**config.mk**
```make
export PLATFORM = sky130hd
export DESIGN_NAME = hrrn_job_scheduler
export DESIGN_NICKNAME = d
export VERILOG_FILES = /design/src/rtl/hrrn_pkg.sv /design/src/rtl/hrrn_ratio_cmp.sv /design/src/rtl/hrrn_job_scheduler.sv
export SDC_FILE = /design/constraint.sdc
export NUM_CORES = 2
export LEC_CHECK = 0
export BUFFER_PORTS_ARGS = -buffer_cell sky130_fd_sc_hd__buf_2
export CORE_AREA = 2 2 376 378
export CTS_CLUSTER_DIAMETER = 120
export CTS_CLUSTER_SIZE = 8
export DETAILED_ROUTE_END_ITERATION = 12
export DIE_AREA = 0 0 378 380
export PLACE_DENSITY = 0.76
export SLEW_MARGIN = 20
export SYNTH_ARGS = -nofsm -noshare
export SYNTH_HDL_FRONTEND = slang
export SYNTH_SLANG_ARGS = --single-unit
```
**constraint.sdc**
```tcl
create_clock -name clock -period 9.95 [get_ports clock]
set_clock_uncertainty 0.2 [all_clocks]
set_input_delay 1.99 -clock clock [delete_from_list [all_inputs] [get_ports clock]]
set_output_delay 1.99 -clock clock [all_outputs]
set_load 0.005 [all_outputs]
```
**src/rtl/hrrn_pkg.sv**
```systemverilog
package hrrn_pkg;

   // Table geometry.
   localparam int JOB_SLOTS = 16;
   localparam int SLOT_W = (JOB_SLOTS > 1) ? $clog2(JOB_SLOTS) : 1;
   localparam int USED_W = $clog2(JOB_SLOTS + 1);
   localparam int MAX_PICKS = 16;
   localparam int CNT_W = $clog2(MAX_PICKS + 1);

   // Field widths.
   localparam int ACTION_W = 2;
   localparam int TAG_W = 24;
   localparam int MEM_W = 20;
   localparam int DEV_W = 4;
   localparam int TIME_W = 16;
   localparam int NUM_W = TIME_W + 1;
   localparam int DEN_W = TIME_W;
   localparam int PROD_W = NUM_W + DEN_W;
   localparam int KIND_W = 2;
   localparam int STATUS_W = 2;
   localparam int OUT_SLOT_W = 6;
   localparam int CSR_IDX_W = 2;
   localparam int CSR_DATA_W = 20;

   // Pool values after reset.
   localparam logic [MEM_W-1:0] RESET_MEMORY = MEM_W'(65536);
   localparam logic [DEV_W-1:0] RESET_TAPES = DEV_W'(4);
   localparam logic [DEV_W-1:0] RESET_PRINTERS = DEV_W'(2);

   // Action codes.
   localparam logic [ACTION_W-1:0] ACT_ADD = 2'd0;
   localparam logic [ACTION_W-1:0] ACT_SCHEDULE = 2'd1;
   localparam logic [ACTION_W-1:0] ACT_CLEAR = 2'd2;
   localparam logic [ACTION_W-1:0] ACT_UNUSED = 2'd3;

   // Result kinds.
   localparam logic [KIND_W-1:0] KIND_ADD_ACK = 2'd0;
   localparam logic [KIND_W-1:0] KIND_PICKED = 2'd1;
   localparam logic [KIND_W-1:0] KIND_NONE_FITS = 2'd2;
   localparam logic [KIND_W-1:0] KIND_CLEARED = 2'd3;

   // Add status codes.
   localparam logic [STATUS_W-1:0] STAT_OK = 2'd0;
   localparam logic [STATUS_W-1:0] STAT_FULL = 2'd1;
   localparam logic [STATUS_W-1:0] STAT_ZERO_RUN = 2'd2;

   // Register indexes.
   localparam logic [CSR_IDX_W-1:0] CSR_TOTAL_MEMORY = 2'd0;
   localparam logic [CSR_IDX_W-1:0] CSR_TOTAL_TAPES = 2'd1;
   localparam logic [CSR_IDX_W-1:0] CSR_TOTAL_PRINTERS = 2'd2;

   typedef enum logic [2:0] {
      ST_IDLE,
      ST_FETCH,
      ST_MUL1,
      ST_MUL2,
      ST_CMP,
      ST_PICK,
      ST_FLUSH
   } hrrn_state_type;

   typedef struct packed {
      logic load_first;
      logic load_second;
   } hrrn_mul_ctrl_type;

endpackage

```
**src/rtl/hrrn_ratio_cmp.sv**
```systemverilog
module hrrn_ratio_cmp (
   input  logic                          clock,
   input  hrrn_pkg::hrrn_mul_ctrl_type   ctrl,
   input  logic [hrrn_pkg::NUM_W-1:0]    cand_num,
   input  logic [hrrn_pkg::DEN_W-1:0]    cand_den,
   input  logic [hrrn_pkg::NUM_W-1:0]    best_num,
   input  logic [hrrn_pkg::DEN_W-1:0]    best_den,
   output logic                          cand_wins
);
   import hrrn_pkg::*;

   logic [NUM_W-1:0]  mul_a;
   logic [DEN_W-1:0]  mul_b;
   logic [PROD_W-1:0] product;
   logic [PROD_W-1:0] prod_first_ff;
   logic [PROD_W-1:0] prod_second_ff;

   // One multiplier forms both cross products on successive cycles.
   always_comb begin
      if (ctrl.load_first) begin
         mul_a = cand_num;
         mul_b = best_den;
      end else begin
         mul_a = best_num;
         mul_b = cand_den;
      end
      product = PROD_W'(mul_a) * PROD_W'(mul_b);
   end

   always_ff @(posedge clock) begin
      if (ctrl.load_first) begin
         prod_first_ff <= product;
      end
      if (ctrl.load_second) begin
         prod_second_ff <= product;
      end
   end

   // A strict compare keeps the earlier job of the scan on a tie.
   assign cand_wins = prod_first_ff > prod_second_ff;

endmodule

```
**src/rtl/hrrn_job_scheduler.sv**
```systemverilog
// Highest-response-ratio-next job admission scheduler.
// Commands arrive on the req_ ports and transfer at a rising edge with start high
// and busy low. Action add stores a job in the next unused slot, action schedule
// admits jobs that fit the free pool, action clear empties the table and reloads
// the pool from the csr_ registers. Action code 3 is ignored and gives no result.
// Each result is shown on the rsp_ ports for exactly one cycle with rsp_valid
// high; the receiver cannot stall, so every result transfers in that cycle.
// rsp_last marks the final result of a command.
// Add and clear answer in the cycle after the transfer, and the next command may
// follow right away. A schedule command runs up to 16 passes over the table,
// one per admitted job. In a pass each slot is fetched, and a fitting job
// after the first fit of that pass also passes through the MUL1, MUL2 and CMP
// states because the single shared multiplier forms the two cross products in
// turn. Each pass ends with a pick state, and a flush state follows the
// sixteenth pick. Every pick empties a slot, so the worst case for busy is a
// table of sixteen fitting jobs. Configuration writes are always ready and reach
// the pool only at a clear. Reset is synchronous: the table is emptied and the
// pool takes 65536 memory units, 4 tapes and 2 printers. Each picked result of a
// schedule is held one pass so that its last flag is known when it is shown.
module hrrn_job_scheduler (
   input  logic                               clock,
   input  logic                               reset,
   input  logic                               start,
   output logic                               busy,
   input  logic [hrrn_pkg::ACTION_W-1:0]      req_action,
   input  logic [hrrn_pkg::TAG_W-1:0]         req_job_tag,
   input  logic [hrrn_pkg::MEM_W-1:0]         req_mem_need,
   input  logic [hrrn_pkg::DEV_W-1:0]         req_tape_need,
   input  logic [hrrn_pkg::DEV_W-1:0]         req_printer_need,
   input  logic [hrrn_pkg::TIME_W-1:0]        req_wait_time,
   input  logic [hrrn_pkg::TIME_W-1:0]        req_run_time,
   output logic                               rsp_valid,
   output logic [hrrn_pkg::KIND_W-1:0]        rsp_kind,
   output logic [hrrn_pkg::STATUS_W-1:0]      rsp_status,
   output logic [hrrn_pkg::TAG_W-1:0]         rsp_picked_tag,
   output logic [hrrn_pkg::OUT_SLOT_W-1:0]    rsp_picked_slot,
   output logic [hrrn_pkg::MEM_W-1:0]         rsp_free_memory,
   output logic                               rsp_last,
   input  logic                               csr_valid,
   output logic                               csr_ready,
   input  logic [hrrn_pkg::CSR_IDX_W-1:0]     csr_index,
   input  logic [hrrn_pkg::CSR_DATA_W-1:0]    csr_wdata
);
   import hrrn_pkg::*;

   // Sequencer state.
   hrrn_state_type state_ff, state_in;
   logic [SLOT_W-1:0] scan_idx_ff, scan_idx_in;
   logic [CNT_W-1:0]  count_ff, count_in;

   // Best job of the current pass.
   logic              best_found_ff, best_found_in;
   logic [SLOT_W-1:0] best_idx_ff, best_idx_in;
   logic [TAG_W-1:0]  best_tag_ff, best_tag_in;
   logic [MEM_W-1:0]  best_mem_ff, best_mem_in;
   logic [DEV_W-1:0]  best_tape_ff, best_tape_in;
   logic [DEV_W-1:0]  best_prn_ff, best_prn_in;
   logic [NUM_W-1:0]  best_num_ff, best_num_in;
   logic [DEN_W-1:0]  best_den_ff, best_den_in;

   // Candidate under comparison.
   logic [TAG_W-1:0]  cand_tag_ff, cand_tag_in;
   logic [MEM_W-1:0]  cand_mem_ff, cand_mem_in;
   logic [DEV_W-1:0]  cand_tape_ff, cand_tape_in;
   logic [DEV_W-1:0]  cand_prn_ff, cand_prn_in;
   logic [NUM_W-1:0]  cand_num_ff, cand_num_in;
   logic [DEN_W-1:0]  cand_den_ff, cand_den_in;

   // Pick held back until its last flag is known.
   logic              pend_valid_ff, pend_valid_in;
   logic [TAG_W-1:0]  pend_tag_ff, pend_tag_in;
   logic [SLOT_W-1:0] pend_slot_ff, pend_slot_in;
   logic [MEM_W-1:0]  pend_mem_ff, pend_mem_in;

   // Job table.
   logic [JOB_SLOTS-1:0] slot_valid_ff, slot_valid_in;
   logic [TAG_W-1:0]     job_tag_ff  [JOB_SLOTS];
   logic [MEM_W-1:0]     job_mem_ff  [JOB_SLOTS];
   logic [DEV_W-1:0]     job_tape_ff [JOB_SLOTS];
   logic [DEV_W-1:0]     job_prn_ff  [JOB_SLOTS];
   logic [TIME_W-1:0]    job_wait_ff [JOB_SLOTS];
   logic [TIME_W-1:0]    job_run_ff  [JOB_SLOTS];
   logic                 job_we;
   logic [USED_W-1:0]    slots_used_ff, slots_used_in;

   // Resource pool and its configured totals.
   logic [MEM_W-1:0] mem_free_ff, mem_free_in;
   logic [DEV_W-1:0] tapes_free_ff, tapes_free_in;
   logic [DEV_W-1:0] printers_free_ff, printers_free_in;
   logic [MEM_W-1:0] total_memory_ff;
   logic [DEV_W-1:0] total_tapes_ff;
   logic [DEV_W-1:0] total_printers_ff;

   // Result register.
   logic                  rsp_valid_ff, rsp_valid_in;
   logic [KIND_W-1:0]     rsp_kind_ff, rsp_kind_in;
   logic [STATUS_W-1:0]   rsp_status_ff, rsp_status_in;
   logic [TAG_W-1:0]      rsp_tag_ff, rsp_tag_in;
   logic [OUT_SLOT_W-1:0] rsp_slot_ff, rsp_slot_in;
   logic [MEM_W-1:0]      rsp_mem_ff, rsp_mem_in;
   logic                  rsp_last_ff, rsp_last_in;

   // Table read at the scan position.
   logic [TAG_W-1:0]  rd_tag;
   logic [MEM_W-1:0]  rd_mem;
   logic [DEV_W-1:0]  rd_tape;
   logic [DEV_W-1:0]  rd_prn;
   logic [NUM_W-1:0]  rd_num;
   logic [DEN_W-1:0]  rd_den;
   logic              rd_fits;

   logic              accept;
   logic              table_full;
   logic              cand_wins;
   logic              scan_done;
   logic [MEM_W-1:0]  mem_after_pick;
   hrrn_mul_ctrl_type mul_ctrl;

   assign accept     = start && !busy;
   assign busy       = state_ff != ST_IDLE;
   assign csr_ready  = 1'b1;
   assign table_full = slots_used_ff >= USED_W'(JOB_SLOTS);
   assign scan_done  = scan_idx_ff == '0;
   assign mem_after_pick = mem_free_ff - best_mem_ff;

   assign rd_tag  = job_tag_ff[scan_idx_ff];
   assign rd_mem  = job_mem_ff[scan_idx_ff];
   assign rd_tape = job_tape_ff[scan_idx_ff];
   assign rd_prn  = job_prn_ff[scan_idx_ff];
   assign rd_den  = job_run_ff[scan_idx_ff];
   assign rd_num  = NUM_W'(job_wait_ff[scan_idx_ff]) + NUM_W'(job_run_ff[scan_idx_ff]);
   assign rd_fits = slot_valid_ff[scan_idx_ff] && (rd_mem <= mem_free_ff) &&
                    (rd_tape <= tapes_free_ff) && (rd_prn <= printers_free_ff);

   hrrn_ratio_cmp u_ratio_cmp (
      .clock     (clock),
      .ctrl      (mul_ctrl),
      .cand_num  (cand_num_ff),
      .cand_den  (cand_den_ff),
      .best_num  (best_num_ff),
      .best_den  (best_den_ff),
      .cand_wins (cand_wins)
   );

   // Sequencer: next state, datapath updates and result selection.
   always_comb begin
      state_in         = state_ff;
      scan_idx_in      = scan_idx_ff;
      count_in         = count_ff;
      best_found_in    = best_found_ff;
      best_idx_in      = best_idx_ff;
      best_tag_in      = best_tag_ff;
      best_mem_in      = best_mem_ff;
      best_tape_in     = best_tape_ff;
      best_prn_in      = best_prn_ff;
      best_num_in      = best_num_ff;
      best_den_in      = best_den_ff;
      cand_tag_in      = cand_tag_ff;
      cand_mem_in      = cand_mem_ff;
      cand_tape_in     = cand_tape_ff;
      cand_prn_in      = cand_prn_ff;
      cand_num_in      = cand_num_ff;
      cand_den_in      = cand_den_ff;
      pend_valid_in    = pend_valid_ff;
      pend_tag_in      = pend_tag_ff;
      pend_slot_in     = pend_slot_ff;
      pend_mem_in      = pend_mem_ff;
      slot_valid_in    = slot_valid_ff;
      slots_used_in    = slots_used_ff;
      mem_free_in      = mem_free_ff;
      tapes_free_in    = tapes_free_ff;
      printers_free_in = printers_free_ff;
      job_we           = 1'b0;
      mul_ctrl         = '0;
      rsp_valid_in     = 1'b0;
      rsp_kind_in      = rsp_kind_ff;
      rsp_status_in    = STAT_OK;
      rsp_tag_in       = rsp_tag_ff;
      rsp_slot_in      = rsp_slot_ff;
      rsp_mem_in       = mem_free_ff;
      rsp_last_in      = 1'b1;

      unique case (state_ff)
         ST_IDLE: begin
            if (accept) begin
               unique case (req_action)
                  ACT_ADD: begin
                     rsp_valid_in = 1'b1;
                     rsp_kind_in  = KIND_ADD_ACK;
                     rsp_tag_in   = req_job_tag;
                     rsp_slot_in  = '0;
                     if (table_full) begin
                        rsp_status_in = STAT_FULL;
                     end else if (req_run_time == '0) begin
                        rsp_status_in = STAT_ZERO_RUN;
                     end else begin
                        job_we = 1'b1;
                        slot_valid_in[slots_used_ff[SLOT_W-1:0]] = 1'b1;
                        slots_used_in = slots_used_ff + USED_W'(1);
                        rsp_slot_in   = OUT_SLOT_W'(slots_used_ff);
                     end
                  end
                  ACT_SCHEDULE: begin
                     state_in      = ST_FETCH;
                     scan_idx_in   = SLOT_W'(JOB_SLOTS - 1);
                     count_in      = '0;
                     best_found_in = 1'b0;
                     pend_valid_in = 1'b0;
                  end
                  ACT_CLEAR: begin
                     slot_valid_in    = '0;
                     slots_used_in    = '0;
                     mem_free_in      = total_memory_ff;
                     tapes_free_in    = total_tapes_ff;
                     printers_free_in = total_printers_ff;
                     rsp_valid_in     = 1'b1;
                     rsp_kind_in      = KIND_CLEARED;
                     rsp_tag_in       = '0;
                     rsp_slot_in      = '0;
                     rsp_mem_in       = total_memory_ff;
                  end
                  ACT_UNUSED: begin
                  end
               endcase
            end
         end

         ST_FETCH: begin
            cand_tag_in  = rd_tag;
            cand_mem_in  = rd_mem;
            cand_tape_in = rd_tape;
            cand_prn_in  = rd_prn;
            cand_num_in  = rd_num;
            cand_den_in  = rd_den;
            if (rd_fits && best_found_ff) begin
               state_in = ST_MUL1;
            end else begin
               // The first fitting job of a pass is taken without a compare.
               if (rd_fits) begin
                  best_found_in = 1'b1;
                  best_idx_in   = scan_idx_ff;
                  best_tag_in   = rd_tag;
                  best_mem_in   = rd_mem;
                  best_tape_in  = rd_tape;
                  best_prn_in   = rd_prn;
                  best_num_in   = rd_num;
                  best_den_in   = rd_den;
               end
               if (scan_done) begin
                  state_in = ST_PICK;
               end else begin
                  scan_idx_in = scan_idx_ff - SLOT_W'(1);
               end
            end
         end

         ST_MUL1: begin
            mul_ctrl.load_first = 1'b1;
            state_in = ST_MUL2;
         end

         ST_MUL2: begin
            mul_ctrl.load_second = 1'b1;
            state_in = ST_CMP;
         end

         ST_CMP: begin
            if (cand_wins) begin
               best_idx_in  = scan_idx_ff;
               best_tag_in  = cand_tag_ff;
               best_mem_in  = cand_mem_ff;
               best_tape_in = cand_tape_ff;
               best_prn_in  = cand_prn_ff;
               best_num_in  = cand_num_ff;
               best_den_in  = cand_den_ff;
            end
            if (scan_done) begin
               state_in = ST_PICK;
            end else begin
               scan_idx_in = scan_idx_ff - SLOT_W'(1);
               state_in    = ST_FETCH;
            end
         end

         ST_PICK: begin
            rsp_kind_in = KIND_PICKED;
            rsp_tag_in  = pend_tag_ff;
            rsp_slot_in = OUT_SLOT_W'(pend_slot_ff);
            rsp_mem_in  = pend_mem_ff;
            if (best_found_ff) begin
               // Show the previous pick, which is now known not to be last.
               rsp_valid_in = pend_valid_ff;
               rsp_last_in  = 1'b0;
               slot_valid_in[best_idx_ff] = 1'b0;
               mem_free_in      = mem_after_pick;
               tapes_free_in    = tapes_free_ff - best_tape_ff;
               printers_free_in = printers_free_ff - best_prn_ff;
               pend_valid_in    = 1'b1;
               pend_tag_in      = best_tag_ff;
               pend_slot_in     = best_idx_ff;
               pend_mem_in      = mem_after_pick;
               count_in         = count_ff + CNT_W'(1);
               best_found_in    = 1'b0;
               scan_idx_in      = SLOT_W'(JOB_SLOTS - 1);
               if (count_ff == CNT_W'(MAX_PICKS - 1)) begin
                  state_in = ST_FLUSH;
               end else begin
                  state_in = ST_FETCH;
               end
            end else begin
               rsp_valid_in = 1'b1;
               if (!pend_valid_ff) begin
                  rsp_kind_in = KIND_NONE_FITS;
                  rsp_tag_in  = '0;
                  rsp_slot_in = '0;
                  rsp_mem_in  = mem_free_ff;
               end
               pend_valid_in = 1'b0;
               state_in      = ST_IDLE;
            end
         end

         ST_FLUSH: begin
            rsp_valid_in  = 1'b1;
            rsp_kind_in   = KIND_PICKED;
            rsp_tag_in    = pend_tag_ff;
            rsp_slot_in   = OUT_SLOT_W'(pend_slot_ff);
            rsp_mem_in    = pend_mem_ff;
            pend_valid_in = 1'b0;
            state_in      = ST_IDLE;
         end

         default: begin
            state_in = ST_IDLE;
         end
      endcase
   end

   // Control state and the pool.
   always_ff @(posedge clock) begin
      if (reset) begin
         state_ff         <= ST_IDLE;
         scan_idx_ff      <= '0;
         count_ff         <= '0;
         best_found_ff    <= 1'b0;
         pend_valid_ff    <= 1'b0;
         slot_valid_ff    <= '0;
         slots_used_ff    <= '0;
         mem_free_ff      <= RESET_MEMORY;
         tapes_free_ff    <= RESET_TAPES;
         printers_free_ff <= RESET_PRINTERS;
         rsp_valid_ff     <= 1'b0;
      end else begin
         state_ff         <= state_in;
         scan_idx_ff      <= scan_idx_in;
         count_ff         <= count_in;
         best_found_ff    <= best_found_in;
         pend_valid_ff    <= pend_valid_in;
         slot_valid_ff    <= slot_valid_in;
         slots_used_ff    <= slots_used_in;
         mem_free_ff      <= mem_free_in;
         tapes_free_ff    <= tapes_free_in;
         printers_free_ff <= printers_free_in;
         rsp_valid_ff     <= rsp_valid_in;
      end
   end

   // Configuration registers; an index beyond the list writes nothing.
   always_ff @(posedge clock) begin
      if (reset) begin
         total_memory_ff   <= RESET_MEMORY;
         total_tapes_ff    <= RESET_TAPES;
         total_printers_ff <= RESET_PRINTERS;
      end else if (csr_valid && csr_ready) begin
         unique case (csr_index)
            CSR_TOTAL_MEMORY:   total_memory_ff   <= csr_wdata[MEM_W-1:0];
            CSR_TOTAL_TAPES:    total_tapes_ff    <= csr_wdata[DEV_W-1:0];
            CSR_TOTAL_PRINTERS: total_printers_ff <= csr_wdata[DEV_W-1:0];
            default: begin
            end
         endcase
      end
   end

   // Payload registers.
   always_ff @(posedge clock) begin
      best_idx_ff   <= best_idx_in;
      best_tag_ff   <= best_tag_in;
      best_mem_ff   <= best_mem_in;
      best_tape_ff  <= best_tape_in;
      best_prn_ff   <= best_prn_in;
      best_num_ff   <= best_num_in;
      best_den_ff   <= best_den_in;
      cand_tag_ff   <= cand_tag_in;
      cand_mem_ff   <= cand_mem_in;
      cand_tape_ff  <= cand_tape_in;
      cand_prn_ff   <= cand_prn_in;
      cand_num_ff   <= cand_num_in;
      cand_den_ff   <= cand_den_in;
      pend_tag_ff   <= pend_tag_in;
      pend_slot_ff  <= pend_slot_in;
      pend_mem_ff   <= pend_mem_in;
      rsp_kind_ff   <= rsp_kind_in;
      rsp_status_ff <= rsp_status_in;
      rsp_tag_ff    <= rsp_tag_in;
      rsp_slot_ff   <= rsp_slot_in;
      rsp_mem_ff    <= rsp_mem_in;
      rsp_last_ff   <= rsp_last_in;
   end

   // Job table entries are written only by an accepted add.
   always_ff @(posedge clock) begin
      if (job_we) begin
         job_tag_ff[slots_used_ff[SLOT_W-1:0]]  <= req_job_tag;
         job_mem_ff[slots_used_ff[SLOT_W-1:0]]  <= req_mem_need;
         job_tape_ff[slots_used_ff[SLOT_W-1:0]] <= req_tape_need;
         job_prn_ff[slots_used_ff[SLOT_W-1:0]]  <= req_printer_need;
         job_wait_ff[slots_used_ff[SLOT_W-1:0]] <= req_wait_time;
         job_run_ff[slots_used_ff[SLOT_W-1:0]]  <= req_run_time;
      end
   end

   assign rsp_valid       = rsp_valid_ff;
   assign rsp_kind        = rsp_kind_ff;
   assign rsp_status      = rsp_status_ff;
   assign rsp_picked_tag  = rsp_tag_ff;
   assign rsp_picked_slot = rsp_slot_ff;
   assign rsp_free_memory = rsp_mem_ff;
   assign rsp_last        = rsp_last_ff;

`ifndef SYNTHESIS
   // An unused action code never produces a result.
   a_unused_silent: assert property (@(posedge clock) disable iff (reset)
      (accept && req_action == ACT_UNUSED) |=> !rsp_valid)
      else $error("result produced for an unused action");

   // An add acknowledge only follows an accepted command.
   a_ack_follows_accept: assert property (@(posedge clock) disable iff (reset)
      (rsp_valid && rsp_kind == KIND_ADD_ACK) |-> $past(accept))
      else $error("add acknowledge without an accepted command");

   // The fill count never passes the table size.
   a_used_bound: assert property (@(posedge clock) disable iff (reset)
      slots_used_ff <= USED_W'(JOB_SLOTS))
      else $error("slot count beyond table size");

   // A pass never runs after the pick limit.
   a_pick_bound: assert property (@(posedge clock) disable iff (reset)
      (state_ff == ST_FETCH) |-> (count_ff < CNT_W'(MAX_PICKS)))
      else $error("scan started after the pick limit");
`endif

endmodule
```
==> run_results.csv <==
group,metric,value,unit
run_status,outcome,"complete, no violations",
worst_setup_path,r2r_slack,1.40,ns
logic_synthesis,synth.distinct_cells,86,
place,placed_cell_area,0.0825,sq mm
clock_network,root_buffer,"clkbuf_16",
finish,multi_input_area,0.0249,sq mm
place,dpl.hpwl,110000,um
worst_setup_path,critPathMaxFanout,22,
clock_network,numCtsBuffers,241,
clock_network,cts_resized,0,
logic_synthesis,ys.flop_type,"edfxtp_1",
timing,slew_headroom,0.199,
place,gp_congestion,0.944,
logic_synthesis,netlist_area,0.0792,sq mm
timing,hold_viol,0,
finish,syn_to_final_growth,12.5,%
grt,grt_pass1_vias,45500,
grt,global_route.overflow_total,0,
drt,drc,0,
die,die_area,0.144,sq mm
clock_network,cts_buffer_depth,3,
grt,grt_first_pass_wirelength,301000,um
place,numPortBuffers,167,
drt,vias,44100,
timing,setup_tns,0,ns
logic_synthesis,ys_seq_elements,1782,
drt,routed_wirelength,203000,um
clock_network,numClockSinks,1782,
timing,clock.fmax,0.117,GHz
clock_network,cts_setup_buffers,0,
finish,fin_nets,5517,
logic_synthesis,synth_edf_count,1663,
worst_setup_path,start_kind,"register",
die,core_area,0.139,sq mm
drt,avgRoutedWirePerCell,29.3,um
die,start_util,0.569,
die,die_h,380,um
timing,finalMaxSlewViolations,0,
logic_synthesis,netlist_instances,4684,
timing,rsz0062_at_grt,"false",
finish,area.sequential,0.0523,sq mm
drt,final_antenna_net_count,0,
worst_setup_path,rr_worst_depth,25,
grt,grt.total_usage,0.287,
clock_network,worst_skew_pair.late_latency,0.87,ns
timing,worstMarginPinSlew,1.17,ns
timing,whs,0.198,ns
worst_setup_path,crit_type,"register to register",
timing,setup_violations,0,
clock_network,hold_buffers,0,
clock_network,htree_num_levels,4,
clock_network,cts.reportedPaths.clkPinSlew,0.05,ns
logic_synthesis,yosysSeqAreaShare,0.660,
flow_run,maxCapViolCount,0,
logic_synthesis,postSynth.asyncResetShare,0,
timing,fin_crit,8.55,ns
power,p_per_area,283,mW/mm^2
timing,finalCritPeriodShare,0.860,
worst_hold_path,hold_class,"register to register",
finish,drive_gt1_frac,0.202,
drt,drtIter0Drc,6088,
logic_synthesis,ys_warn_count,0,
clock_network,tritoncts,"built",
logic_synthesis,synth.avg_cell_area,16.9,sq um
drt,dr.pass1.iters,8,
die,dieWidth,378,um
worst_hold_path,hold_depth,0,
worst_setup_path,cp_data_arrival_time,8.96,ns
drt,viasPerCell,6.37,
power,leakage,31.1,nW
grt,grt_max_degree,112,
worst_setup_path,cp-end-kind,"register",
power,ir_worst_vdd,0.000449,V
die,io-pin-count,170,
finish,n_fill_cell,9248,
die,num_rows,137,
finish,stdcell_area,0.0891,sq mm
worst_setup_path,cp_data_required_time,10.35,ns
grt,antenna_found_initial,32,
[final timing paths]
check / startpoint / endpoint
min reg2reg: best_tag_ff[0]$_DFFE_PP_ / pend_tag_ff[0]$_DFFE_PP_
min: best_tag_ff[0]$_DFFE_PP_ / pend_tag_ff[0]$_DFFE_PP_
max reg2reg: state_ff[0]$_SDFFE_PP0P_ / u_ratio_cmp.prod_first_ff[31]$_DFFE_PP_
max: state_ff[0]$_SDFFE_PP0P_ / u_ratio_cmp.prod_first_ff[31]$_DFFE_PP_
[final cells by class]
type | instances | share of cell area
Antenna cell | 18 | 0.000505
Clock inverter | 16 | 0.00375
Inverter | 367 | 0.0155
Multi-Input combinational cell | 2342 | 0.280
Timing Repair Buffer | 245 | 0.0179
Clock buffer | 274 | 0.0693
Sequential cell | 1782 | 0.587
Tap cell | 1876 | 0.0263
[worst max-delay path, stage by stage (launching register included)]
cell and delay (ns):
dfxtp_1 0.42, inv_1 0.23, nand2_1 0.16, nor2_4 0.74
buf_4 0.32, mux2i_1 0.63, nor2_1 0.14, fa_1 0.56
inv_1 0.05, fa_1 0.46, fa_1 0.51, inv_1 0.07
fa_1 0.49, fa_1 0.49, inv_1 0.05, fa_1 0.47
inv_1 0.04, ha_1 0.38, a21o_1 0.14, a21o_1 0.11
a21oi_1 0.07, o211a_1 0.16, o31a_2 0.38, o21ai_1 0.26
mux2_1 0.38, a2111oi_2 0.40
[cells in the mapped netlist (22+ instances only)]
master       n  area [sq um]
nor2_1     245           920
ha_1       214          2680
o21ai_0     59           295
a211oi_1    29           218
inv_1      365          1370
mux2_2      34           383
nand4_1     22           138
clkbuf_1   120           450
a31oi_1     22           138
nor3_1      27           135
mux4_2     425          9570
edfxtp_1  1663         49900
nand3_1     23           115
mux2i_1     53           531
a21o_1      32           240
buf_2       54           270
nand2_1    482          1810
fa_1       212          4240
nand2b_1    25           156
a22o_1      29           254
a21oi_1    119           596
xnor2_1     46           403
dfxtp_1    119          2380
[per-stage QoR]
step / instances / total power, mW / util / worst slack [ns]
2_1_floorplan: 4685 / 16.0 / - / 0.598
3_3_place_gp: 6610 / 17.7 / 0.593 / 1.66
3_5_place_dp: 6610 / 17.9 / 0.593 / 1.43
4_1_cts: 6900 / 25.2 / 0.640 / 1.41
5_1_grt: 6909 / 26.7 / 0.640 / 0.961
6_report: 6920 / 25.2 / 0.640 / 1.40
[metal layers]
| layer | wire length [um] | GRT usage |
|---|---|---|
| met5 | 161 | 0 |
| met4 | 6160 | 0.0972 |
| met3 | 20800 | 0.0615 |
| met2 | 98700 | 0.455 |
| met1 | 76700 | 0.399 |
[layout by cell type (no fill, tap or decap), types with 32 or more instances in the layout]
master / count
a21oi_1: 118
buf_2: 167
buf_4: 65
clkbuf_1: 32
clkbuf_16: 242
dfxtp_1: 115
edfxtp_1: 1663
fa_1: 212
ha_1: 214
inv_1: 364
mux2_2: 34
mux2i_1: 51
mux4_2: 425
nand2_1: 482
nor2_1: 230
o21ai_0: 59
xnor2_1: 46
[state kept, by name, summed over array words and instances, names as in the netlist, 20 cells and up, named ones only]
signal	flops
job_tag_ff	384
job_mem_ff	320
job_run_ff	256
job_wait_ff	256
job_prn_ff	64
job_tape_ff	64
u_ratio_cmp.prod_first_ff	33
u_ratio_cmp.prod_second_ff	33
best_tag_ff	24
cand_tag_ff	24
pend_tag_ff	24
rsp_picked_tag	24
best_mem_ff	20
cand_mem_ff	20
mem_free_ff	20
pend_mem_ff	20
rsp_free_memory	20
total_memory_ff	20
[logic make-up after synthesis]
family,count (synthesis),synth area share
buf+inv,561,0.0277
compound gates,446,0.0381
fa+ha+maj,426,0.0873
flops,1782,0.660
simple gates,893,0.0473
xor+xnor,61,0.00674
other cells,2,0.0000948
mux,513,0.132
[where the power goes]
| group | switching (mW) | leakage (nW) | internal [mW] |
|---|---|---|---|
| logic | 5.05 | 12.0 | 3.62 |
| registers | 0.0870 | 16.0 | 9.16 |
| clock network | 2.99 | 3.16 | 4.32 |
Note: power is estimated with default switching activity, not from simulation.
